===== config.mk =====
export PLATFORM = sky130hd
export DESIGN_NAME = looz_queue
export DESIGN_NICKNAME = d
export VERILOG_FILES = /design/src/design/looz_pkg.sv /design/src/design/looz_queue.sv
export SDC_FILE = /design/constraint.sdc
export NUM_CORES = 1
export LEC_CHECK = 0
export ABC_CLOCK_PERIOD_IN_PS = 3650
export CAP_MARGIN = 30
export CORE_ASPECT_RATIO = 2
export CORE_MARGIN = 2
export CORE_UTILIZATION = 38
export DETAILED_ROUTE_END_ITERATION = 7
export DONT_BUFFER_PORTS = 1
export GPL_ROUTABILITY_DRIVEN = 1
export PLACE_DENSITY = 0.48
export SLEW_MARGIN = 40
export SYNTH_ARGS = -nofsm -noshare
export SYNTH_HDL_FRONTEND = slang
export SYNTH_SLANG_ARGS = --single-unit
export TNS_END_PERCENT = 10

===== constraint.sdc =====
create_clock -name i_clk -period 3.65 [get_ports i_clk]
set_input_delay 0.73 -clock i_clk [delete_from_list [all_inputs] [get_ports i_clk]]
set_output_delay 0.73 -clock i_clk [all_outputs]
set_load 0.05 [all_outputs]

===== src/design/looz_pkg.sv =====
// ----------------------------------------------------------------------------
// looz_pkg
// Shared constants, types and helpers of the leave-one-out z-score block.
// ----------------------------------------------------------------------------
package looz_pkg;

    localparam int MaxMembers = 128;
    localparam int MemAw      = $clog2(MaxMembers);
    localparam int SizeW      = 8;
    localparam int PcW        = 21;
    localparam int QDepth     = 4;
    localparam int QAw        = $clog2(QDepth);

    typedef enum logic [1:0] {
        REG_SIZE = 2'd0,
        REG_EXCL = 2'd1,
        REG_THR  = 2'd2,
        REG_PCNT = 2'd3
    } t_reg;

    // queue entry: one sample, its store slot, and a flag that it closes the point
    typedef struct packed {
        logic [31:0]      sample;
        logic [MemAw-1:0] slot;
        logic             close;
    } t_entry;

    typedef enum logic [3:0] {
        ST_IDLE, ST_SUM, ST_DIV1, ST_VAR, ST_MUL, ST_ACC, ST_VDIV,
        ST_SQRT, ST_ZDIV, ST_DONE
    } t_state;

    function automatic logic [SizeW-1:0] eff_size(input logic [7:0] s);
        logic [SizeW-1:0] r;
        r = s;
        if (s < 8'd3) r = 8'd3;
        if ({1'b0, s} > 9'(MaxMembers)) r = SizeW'(MaxMembers);
        return r;
    endfunction

endpackage


===== src/design/looz_queue.sv =====
// ----------------------------------------------------------------------------
// looz_queue
// Short FIFO between the front end and the compute back end.
// ----------------------------------------------------------------------------
module looz_queue (
    input  logic             i_clk,
    input  logic             i_rst_n,
    input  logic             i_push,
    input  looz_pkg::t_entry i_entry,
    output logic             o_full,
    input  logic             i_pop,
    output logic             o_empty,
    output looz_pkg::t_entry o_entry
);
    looz_pkg::t_entry r_mem [looz_pkg::QDepth];
    logic [looz_pkg::QAw-1:0] r_wp, r_rp;
    logic [looz_pkg::QAw:0]   r_cnt;

    assign o_full  = r_cnt == (looz_pkg::QAw+1)'(looz_pkg::QDepth);
    assign o_empty = r_cnt == '0;
    assign o_entry = r_mem[r_rp];

    always_ff @(posedge i_clk) begin
        if (i_push) r_mem[r_wp] <= i_entry;
    end

    always_ff @(posedge i_clk) begin
        if (!i_rst_n) begin
            r_wp <= '0;
            r_rp <= '0;
            r_cnt <= '0;
        end else begin
            if (i_push) r_wp <= r_wp + 1'b1;
            if (i_pop)  r_rp <= r_rp + 1'b1;
            r_cnt <= r_cnt + (looz_pkg::QAw+1)'(i_push) - (looz_pkg::QAw+1)'(i_pop);
        end
    end

endmodule


Word-level counts from Yosys, hierarchy flattened
Memory sizes are Yosys's and may differ from the RTL's. A register that Yosys moved wholly into a read port is not among the register bits. Cells that the tools add are included.

Register bits after elaboration: 7. Bits in writable memories: 160. Input port bits: 44. Memories kept: 1.

Memory list: r_mem (words 4, width 40, read ports 1, clocked after memory_dff 1, write ports 1, RTL line looz_queue.sv:15) `looz_pkg::t_entry r_mem [looz_pkg::QDepth];`.

Reduce and logical (&&, ||, !) cells: 1. Add/sub/neg operators: 4. Equality and inequality tests: 1. Multiplexer cells: 4.

Operators with widths (number): adder 2 x 1 -> 2 bit (second input constant) (2); two-way mux 2 bit (2); adder 3 x 1 -> 3 bit (1); equality test 3 bit (second input constant) (1); logical NOT 3 bit (1); subtractor 3 x 1 -> 3 bit (1); two-way mux 1 bit (2).

Longest topological paths before layout
Word-level depth: 3. Depth in mapped cells: 7.

Worst setup path after synthesis
OpenSTA, ideal clock, no wires.

Path kind: register to output. Start: register r_cnt[1] (netlist bit). End: output port o_empty. Required time: 2920 ps. Setup slack: 1507 ps. Path buffers: 0. Cell stages (with the launch flop): 2. Arrival time: 1413 ps. Cells stage by stage: dfxtp_1 > nor3_1.

Longest elaborated chain between the ends: 1.

RTL lines: start: declaration (RTL line looz_queue.sv:17) `logic [looz_pkg::QAw:0] r_cnt;`; start signal: assignment (RTL line looz_queue.sv:35) `r_cnt <= r_cnt + (looz_pkg::QAw+1)'(i_push) - (looz_pkg::QAw+1)'(i_pop);`; logical NOT 3 bit (RTL line looz_queue.sv:20) `assign o_empty = r_cnt == '0;`; end: declaration (RTL line looz_queue.sv:12) `output logic o_empty,`.

Every way passes these cells.

==> reports/metrics.cfg <==
[power_and_ir_drop]
power_mw=4.61
p_per_area_nw_per_um2=649
p_leak_nw=2.25
ir_worst_vdd_v=0.000312

[synthesis]
syn-mean-instance-area_um2=24.8
synth_cells=252
synth.top_cells.by_count=edfxtp_1 (160), mux4_2 (40), dfxtp_1 (9), inv_1 (7)
synth-seq-cells=169
synthTopCellsByArea=edfxtp_1 (77%), mux4_2 (14%), dfxtp_1 (2.9%), buf_12 (1.3%), ha_1 (1.2%)
synth_enable_flop_cells=160
synth-main-ff-cell=edfxtp_1
synth_area_um2=6260
synth_top_cell_by_area=edfxtp_1
yosys_warnings=0
syn_nets=303
synth_most_common_cell=edfxtp_1
synth_top_cell_area_share_pct=76.8
synth_cell_type_count=19
async_flop_share_pct=0
synth-seq-area-share_pct=79.6

[floorplan]
coreArea_um2=16200
dieArea_um2=17600
ios=86
initial_core_util_pct=38.7
core.rowCount=66
die_w_um=94.8
die_h_um=186

[sta]
skew_ps=6.54
fin_tns_setup_ps=0
clock.fmax_mhz=360
slew_violations=0
worst_slack_ps=875
setup_viol=0
hold_violations=0
worstMarginPinSlew_ps=770
worst_hold_slack_ps=406
grt_setup_unrepaired=false
min_period_ps=2780
period_share_pct=76.0
slew_headroom_pct=48.7

[clock_tree]
cts_tree=built
cts_resized=0
cts_num_sinks=169
cts-root-buf=clkbuf_16
cts.clk_slew.worst_paths_ps=70
clk_latency_ps=410
cts_setup_buffers=0
cts_buffer_depth=2
numCtsBuffers=17
ctsHoldBuffers=0
htree_levels=4

[worst_setup_path]
cp.required_ps=2920
worstSetupPathType=flip-flop to output port
r2r_start=r_wp[0]
cp-end-kind=output port
critical_path.max_fanout=21
cp.arrival_ps=2050
start_kind=flip-flop

[finish]
diodes=0
fin_nets=325
area_growth_pct=13.5
drive_gt1_share_pct=30.7
fin_cells=491

[placed_design]
dp.cells=459
gp_congestion=0.716
io_buffers=0
dpl.hpwl_um=7350
place_ws_ps=1240

[global_route]
grt_pass1_wl_um=17500
grt_max_degree=30
grtUsageTotal_pct=14.3
antenna_found_initial=0
overflow=0
first_global_vias=2884

[route]
ant_nets=0
wl_um=11400
vias=2514
wl_per_cell_um=23.3
first_pass_iters=4
drc_errors=0
detail_route.vias_per_cell=5.12
dr.first_iter.drc_count=103

[hold_path]
min-delay-path-class=input pin to flip-flop
min_from=i_entry[20]

[flow_run]
drv_cap=0

[outcome]
status=complete, no violations

==> critical path: stages, from the launching register on <==
cell	delay [ps]
dfxtp_4	630
buf_4	300
mux4_2	690
==> per-stage QoR <==
step / utilization (%) / instance area (um2)
after floorplan: - / 6260
after CTS: 43.9 / 7100
final: 43.9 / 7100
after global routing: 43.9 / 7100
after detailed placement: 40.3 / 6520
after global placement: 40.3 / 6520
==> area by class of cell <==
cell class	instances	area [um2]
multi-input cells	67	1140
clock buffers	20	437
fillers	1448	9080
repair buffers	12	103
clock inverters	12	151
inverters	7	26.3
well taps	204	255
flip-flops and latches	169	4990
==> power breakdown <==
part,switching [mW],leakage [nW],internal (mW)
Clock,0.705,0.284,1.07
Sequential,0.0488,1.55,2.23
Combinational,0.395,0.426,0.158
==> logic make-up (layout without fill, tap and decap cells) <==
group / count (synthesis) / count (layout) / share of synthesized area (%)
mux: 41 / 41 / 14.6
fa+ha+maj: 7 / 7 / 1.52
simple gates: 14 / 14 / 1.20
flops: 169 / 169 / 79.6
buf+inv: 16 / 51 / 2.20
xor+xnor: 3 / 3 / 0.660
compound gates: 2 / 2 / 0.240
==> metal layers <==
layer,vias to the layer above,global-route usage [%],part of all wire (%)
met5,-,0,0
met4,0,5.91,1.6
met3,11,5.06,5.7
met2,62,25.4,58
met1,1351,15.0,35
li1,1090,-,-
==> sequential cells by signal, summed over array words and instances, names as in the netlist, named ones only <==
signal and flops:
r_wp 2, r_mem 160, r_cnt 3, r_rp 2
==> cell usage in the layout (no fill, tap or decap) <==
cell type	netlist	routed
edfxtp_1	160	160
mux4_2	40	40
clkbuf_16	0	17
buf_4	0	11
inv_1	7	7
dfxtp_1	9	7
ha_1	6	6
nor2_1	5	5
and2_2	0	4
clkinv_2	0	4
bufinv_16	0	3
clkbuf_1	0	3
clkinv_4	0	3
and2_1	6	2
xnor2_1	2	2
clkinvlp_4	0	2
nor3_1	1	1
and3_1	1	1
a21bo_2	1	1
nand3b_1	1	1
a21oi_1	1	1
mux2i_1	1	1
xor3_1	1	1
fa_1	1	1
dfxtp_4	0	1
dfxtp_2	0	1
buf_12	4	1
==> path summary, 6_finish.rpt <==
kind | cells after the start | slack, ps | to
setup / recovery | 2 | 870 | o_entry[5]
hold / removal | 0 | 410 | r_mem[0][20]
setup reg to reg | 4 | 1780 | r_mem[2][12]
hold reg to reg | 2 | 540 | flip-flop
Power figures use the tool's default switching activity.
