**src/design/looz_pkg.sv**
```systemverilog
// ----------------------------------------------------------------------------
// looz_pkg
// Shared constants, types and helpers of the leave-one-out z-score block.
// ----------------------------------------------------------------------------
package looz_pkg;

    localparam int MaxMembers = 128;
    localparam int MemAw      = $clog2(MaxMembers);
    localparam int SizeW      = 8;
    localparam int PcW        = 21;
    localparam int QDepth     = 4;
    localparam int QAw        = $clog2(QDepth);

    typedef enum logic [1:0] {
        REG_SIZE = 2'd0,
        REG_EXCL = 2'd1,
        REG_THR  = 2'd2,
        REG_PCNT = 2'd3
    } t_reg;

    // queue entry: one sample, its store slot, and a flag that it closes the point
    typedef struct packed {
        logic [31:0]      sample;
        logic [MemAw-1:0] slot;
        logic             close;
    } t_entry;

    typedef enum logic [3:0] {
        ST_IDLE, ST_SUM, ST_DIV1, ST_VAR, ST_MUL, ST_ACC, ST_VDIV,
        ST_SQRT, ST_ZDIV, ST_DONE
    } t_state;

    function automatic logic [SizeW-1:0] eff_size(input logic [7:0] s);
        logic [SizeW-1:0] r;
        r = s;
        if (s < 8'd3) r = 8'd3;
        if ({1'b0, s} > 9'(MaxMembers)) r = SizeW'(MaxMembers);
        return r;
    endfunction

endpackage

```
**src/design/looz_front.sv**
```systemverilog
// ----------------------------------------------------------------------------
// looz_front
// Counts members of a point and pushes each sample with its store slot into
// the queue; marks the sample that completes a point.
// ----------------------------------------------------------------------------
module looz_front (
    input  logic                    i_clk,
    input  logic                    i_rst_n,
    input  logic [7:0]              i_size,
    input  logic                    i_valid,
    output logic                    o_ready,
    input  logic [31:0]             i_sample,
    output logic                    o_push,
    output looz_pkg::t_entry        o_entry,
    input  logic                    i_full
);
    logic [looz_pkg::SizeW-1:0] r_cnt, n_cnt, w_size, w_idx;

    assign w_size  = looz_pkg::eff_size(i_size);
    assign o_ready = !i_full;
    assign o_push  = i_valid && !i_full;
    assign w_idx   = (r_cnt >= w_size) ? w_size - 1'b1 : r_cnt;

    always_comb begin
        o_entry.sample = i_sample;
        o_entry.slot   = w_idx[looz_pkg::MemAw-1:0];
        o_entry.close  = (w_idx + 1'b1) >= w_size;
        n_cnt          = o_entry.close ? '0 : w_idx + 1'b1;
    end

    always_ff @(posedge i_clk) begin
        if (!i_rst_n) begin
            r_cnt <= '0;
        end else if (o_push) begin
            r_cnt <= n_cnt;
        end
    end

endmodule

```
**config.mk**
```make
export PLATFORM = sky130hd
export DESIGN_NAME = looz_front
export DESIGN_NICKNAME = d
export VERILOG_FILES = /design/src/design/looz_pkg.sv /design/src/design/looz_front.sv
export SDC_FILE = /design/constraint.sdc
export NUM_CORES = 1
export LEC_CHECK = 0
export ABC_AREA = 1
export BUFFER_PORTS_ARGS = -buffer_cell sky130_fd_sc_hd__clkbuf_2
export CAP_MARGIN = 10
export CORE_AREA = 2 2 65 55
export DETAILED_ROUTE_END_ITERATION = 8
export DIE_AREA = 0 0 67 57
export PLACE_DENSITY = 0.83
export SLEW_MARGIN = 20
export SYNTH_ARGS = -nofsm -noshare
export SYNTH_HDL_FRONTEND = slang
export SYNTH_SLANG_ARGS = --single-unit
```
**constraint.sdc**
```tcl
create_clock -name i_clk -period 5.4 [get_ports i_clk]
set_input_delay 0.27 -clock i_clk [delete_from_list [all_inputs] [get_ports i_clk]]
set_output_delay 0.27 -clock i_clk [all_outputs]
set_load 0.1 [all_outputs]
```
==> Word level (Yosys, flattened, before mapping) <==
Cells that the tools add are included.
W data, S select, Z words.
{ "classes": {"n_reduce_logical": 2, "mux": 4, "add_sub_neg": 2, "order_cmp": 4} }
{ "op_table": {"columns": ["op", "n"], "rows": [
  ["$mux W8", 4],
  ["$ge A8 B8 Y1", 2],
  ["$add A8 B1 Y8 const B", 1],
  ["$gt A8 B8 Y1 const B", 1],
  ["$lt A8 B2 Y1 const B", 1],
  ["$sub A8 B1 Y8 const B", 1],
  ["$logic_and A1 B1 Y1", 1],
  ["$logic_not A1 Y1", 1]
]} }
{ "totals": {"out_inout_bits": 42, "inputBits": 44, "register_bits": 8, "elab_cells": 13} }

==> Longest topological paths before layout <==
{ "depth": {"word_depth": 8, "mapped_depth": 30, "mapped_depth_nobuf": 30} }

==> Least setup slack after synthesis <==
Ideal clock, no wire load.
{ "synth_timing": {"path_type": "input port to flip-flop", "start": "input port i_size[1]", "end": "register r_cnt[1] in the netlist's numbering", "t_required_ns": 5.279, "cell_stages": 21, "slack_ns": -1.185, "n_path_buf": 0, "setup_time_ns": 0.121, "t_arrival_ns": 6.463, "cell_sequence": "nor2_1 > nand2_1 > o21ai_4 > nand2_1 > ha_1 > a21oi_1 > o21a_1 > nand2_1 > inv_2 > o21ai_1 > ha_1 > nand2_1 > nor3_2 > nand3_1 > and2_1 > ha_1 > nand2_1 > o2111ai_1 > nor2_1 > a22oi_1 > nor2_1"} }
{ "synth_lines": {"columns": ["item", "line_no", "rtl"], "rows": [
  ["start, declared", "looz_front.sv:9", "input logic [7:0] i_size,"],
  ["end signal, assigned", "looz_front.sv:35", "r_cnt <= n_cnt;"],
  ["end, declared", "looz_front.sv:17", "logic [looz_pkg::SizeW-1:0] r_cnt, n_cnt, w_size, w_idx;"]
]} }

==> metrics list <==
- Area share of the leading cell type in the synthesized netlist: approximately 17%
* Number of optimization iterations in the first detailed-route pass: 4
* Worst-path maximum fanout: 11
* Core area: between 3000 and 4000 um^2
* Result of the run: completed
- Dividing total power by cell area gives a power density of between 200 and 250 nW/um^2.
- Yosys printed 0 warnings.
- Effective utilization at floorplan: a little over two fifths
* Sort of element at the start of the critical path: input port
- Post-synthesis cell type count: 30
* Routed Antenna Nets: 0
- Cell area after synthesis: about 1400 um^2
* Buffers inserted during post-CTS setup optimization: 0
* Cts repair resizes: 0
- PnR Total Power: 313.2 uW
- FF-to-FF Start: r_cnt[0]
* Avg Inst Size Synth: ~6.5 um^2
* Final hold slack: 404.2 ps
* Fraction of met3 tracks used by global routing: under 10%
- Setup violations remaining at the end of the flow were counted as 0.
- Met1 routing resource usage after global routing: between 20% and 30%
* Cell with the most instances on the worst path: nand2_1
* Standby leakage power: about 0.74 nW
* Slowest-stage cell, CP: clkbuf_2
- Most area-hungry cell type in the Yosys netlist: buf_4
- For this run, asynchronously set or reset flops after synthesis account for 0%.
- Number of clock sinks seen by CTS: 8
- Fraction of the cycle the final worst path needs: around 85%
- DR iter-0 viols: 40
* Via count of the first global-routing pass: roughly 1,000
- For the worst flop-to-flop path, the logic depth is 24.
* GRT Overall Usage: roughly 16%
* Diodes inserted: 0
* Clock Skews: 0.9364 ps
- Startpoint of the worst hold path: i_rst_n
* Number of synthesized register bits: 8
- Reg2Reg Setup Slack: about 1400 ps
- Worst Hold Class: input port to register
* Worst slack at placement: 837.4 ps
- Syn_nets: 278
- Remaining DRCs: 0
* Register containing the most flip-flops in the final layout: r_cnt
* Smallest setup slack after layout: 796.6 ps
* Clock root buffer: clkbuf_8
* WP data required: roughly 5100 ps
* Crit path arrival time: ~4300 ps
- Proportion of synthesized chip area in sequential cells: between 10 and 15%
* Final HPWL from detailed placement: about 2400 um
- In this run the tightest slew margin relative to its limit is 60.84%.
- Across the VDD grid, the largest voltage drop is ~0.13 mV.
- Net count reported at finish: 271
- Synth top cells by count: nand2_1 (56), buf_4 (32), inv_1 (22), ha_1 (18)
- During I/O placement, the number of pins put on the boundary was 86.
* Shortest period the worst path allows: 4603 ps
* Largest register FFs: 8
* Overall die height: around 57 um
* Clock H-tree levels: 1
- Vias post-DR: 1,208
* Top Family by Delay on Critical Path: simple AND/OR/NAND/NOR gates
- Skew-Pair Late Insertion Delay: 230 ps
- In the synthesized netlist the dominant register cell turns out to be dfxtp_1.
- Hold Violations, Final: 0
- Registers with the highest flip-flop counts: r_cnt: 8 flops
- EDFF count, synth: 0
* Worst setup path category: input port to output port
- Initial antenna violation count: 0
- Wire per inst: roughly 12 um
* Die Footprint: about 3800 um^2
- Based on the critical path, the design can be clocked at up to 0.2172 GHz.
* Fraction of final layout cells with drive strength greater than 1: 24.64%
* Capturing point of the worst reg2reg path: r_cnt[5]
- DR vias/cell: approximately 4.9
- Hold Crit Depth: 3
* Area contributors post-synth: buf_4 (17%), ha_1 (16%), nand2_1 (15%)
- Cells fill between 40 and 50% of the core in the end.
- The first global-routing pass estimated around 4600 um of wire.
* Setup total negative slack: 0 ps
* CTS Hold Bufs: 0
- The number of pins with negative max-slew slack in the final report was 0.
- Layout overhead on the synthesized area: -2.482%
- The largest single stage delay on the critical path is between 400 and 500 ps.
- Clock-pin slew was measured on the worst setup and hold paths at ~40 ps.
- Max-cap violation count: 0
* Port bufs: 21
- Clock tree from TritonCTS: built
- By instance count, the leading cell after synthesis is nand2_1.
* Most heavily used metal layer in global routing: met1
- For the pin with the worst max-slew slack, the measured transition is roughly 590 ps.
- Filler cell count in the final layout: about 350
- Measured along the x axis, the die boundary spans 67 um.
- The number of buffers and inverters on the critical path is 4.
- Buffers inserted during clock tree synthesis total 3.
* End point of the most critical hold path: r_cnt[7]
- Cell count after synthesis: around 220
- Number of buffers on the longest clock path: 2
- The worst setup path is captured at an output port.
- GP Congestion: ~0.92
- Remaining global-route overflow: 0
- Setup repair after global routing left no endpoint under its margin.
- Standard-cell row count: 19
- Summed over all layers, the routed wires come to slightly below 3000 um.
* Pin count of the biggest net entering global routing: 12
- Global routing used 20.93% of the available met2 tracks.
worst min-delay path, cell delays in order:
cell and delay (ps):
clkbuf_2 70, inv_1 120, a21oi_2 130
cell usage in the layout (no fill, tap or decap), types with 5 or more instances in the layout:
cell,synthesis,layout
a21oi_1,13,13
inv_2,6,6
dfxtp_1,8,8
clkbuf_2,0,21
ha_1,18,18
nor2_1,6,6
nand2_1,56,56
o21ai_0,5,5
inv_1,22,22
nand3_1,13,13
metrics by stage:
step,cell area (um^2),instances
finish,1376,249
global route,1376,249
CTS,1376,249
detailed placement,1335,246
global placement,1335,246
floorplan,1429,216
layout make-up:
type	instances	area [um^2]	share of cell area (%)
timing repair buffer	21	105.1	7.636
sequential	8	160.2	11.64
tap	42	52.55	3.818
inverter	28	105.1	7.636
clock buffer	3	41.29	3.000
multi-input combinational	147	912.1	66.27
power by group:
part,total (mW),switching (mW),internal [mW]
clock network,0.0733,0.0249,0.0484
registers,0.0639,0.00212,0.0618
logic,0.176,0.133,0.0435
routing by layer:
layer	part of all wire, %	vias up
met3	6.5	2
met2	40	40
met5	0	-
li1	-	645
met1	52	521
met4	0.98	0
cell families after synthesis:
family	Yosys count	share of synthesized area [%]
adder cells (fa/ha/maj)	18	15.96
XOR/XNOR	5	3.103
flip-flops	8	11.35
buffers and inverters	61	25.27
AND/OR/NAND/NOR	95	31.65
AO/OA/AOI/OAI	29	12.68
how the worst max path moves through the flow:
stage / startpoint / slack [ps] / depth (start not counted) / endpoint
floorplan: i_size[1] / 100 / 23 / r_cnt[5]
global placement: i_size[2] / 920 / 25 / o_entry[0]
detailed placement: i_size[2] / 840 / 27 / o_entry[0]
CTS: i_size[4] / 810 / 27 / o_entry[0]
global route: i_size[4] / 420 / 27 / o_entry[0]
finish: i_size[2] / 800 / 27 / o_entry[0]
(Power assumes the default switching activity.)
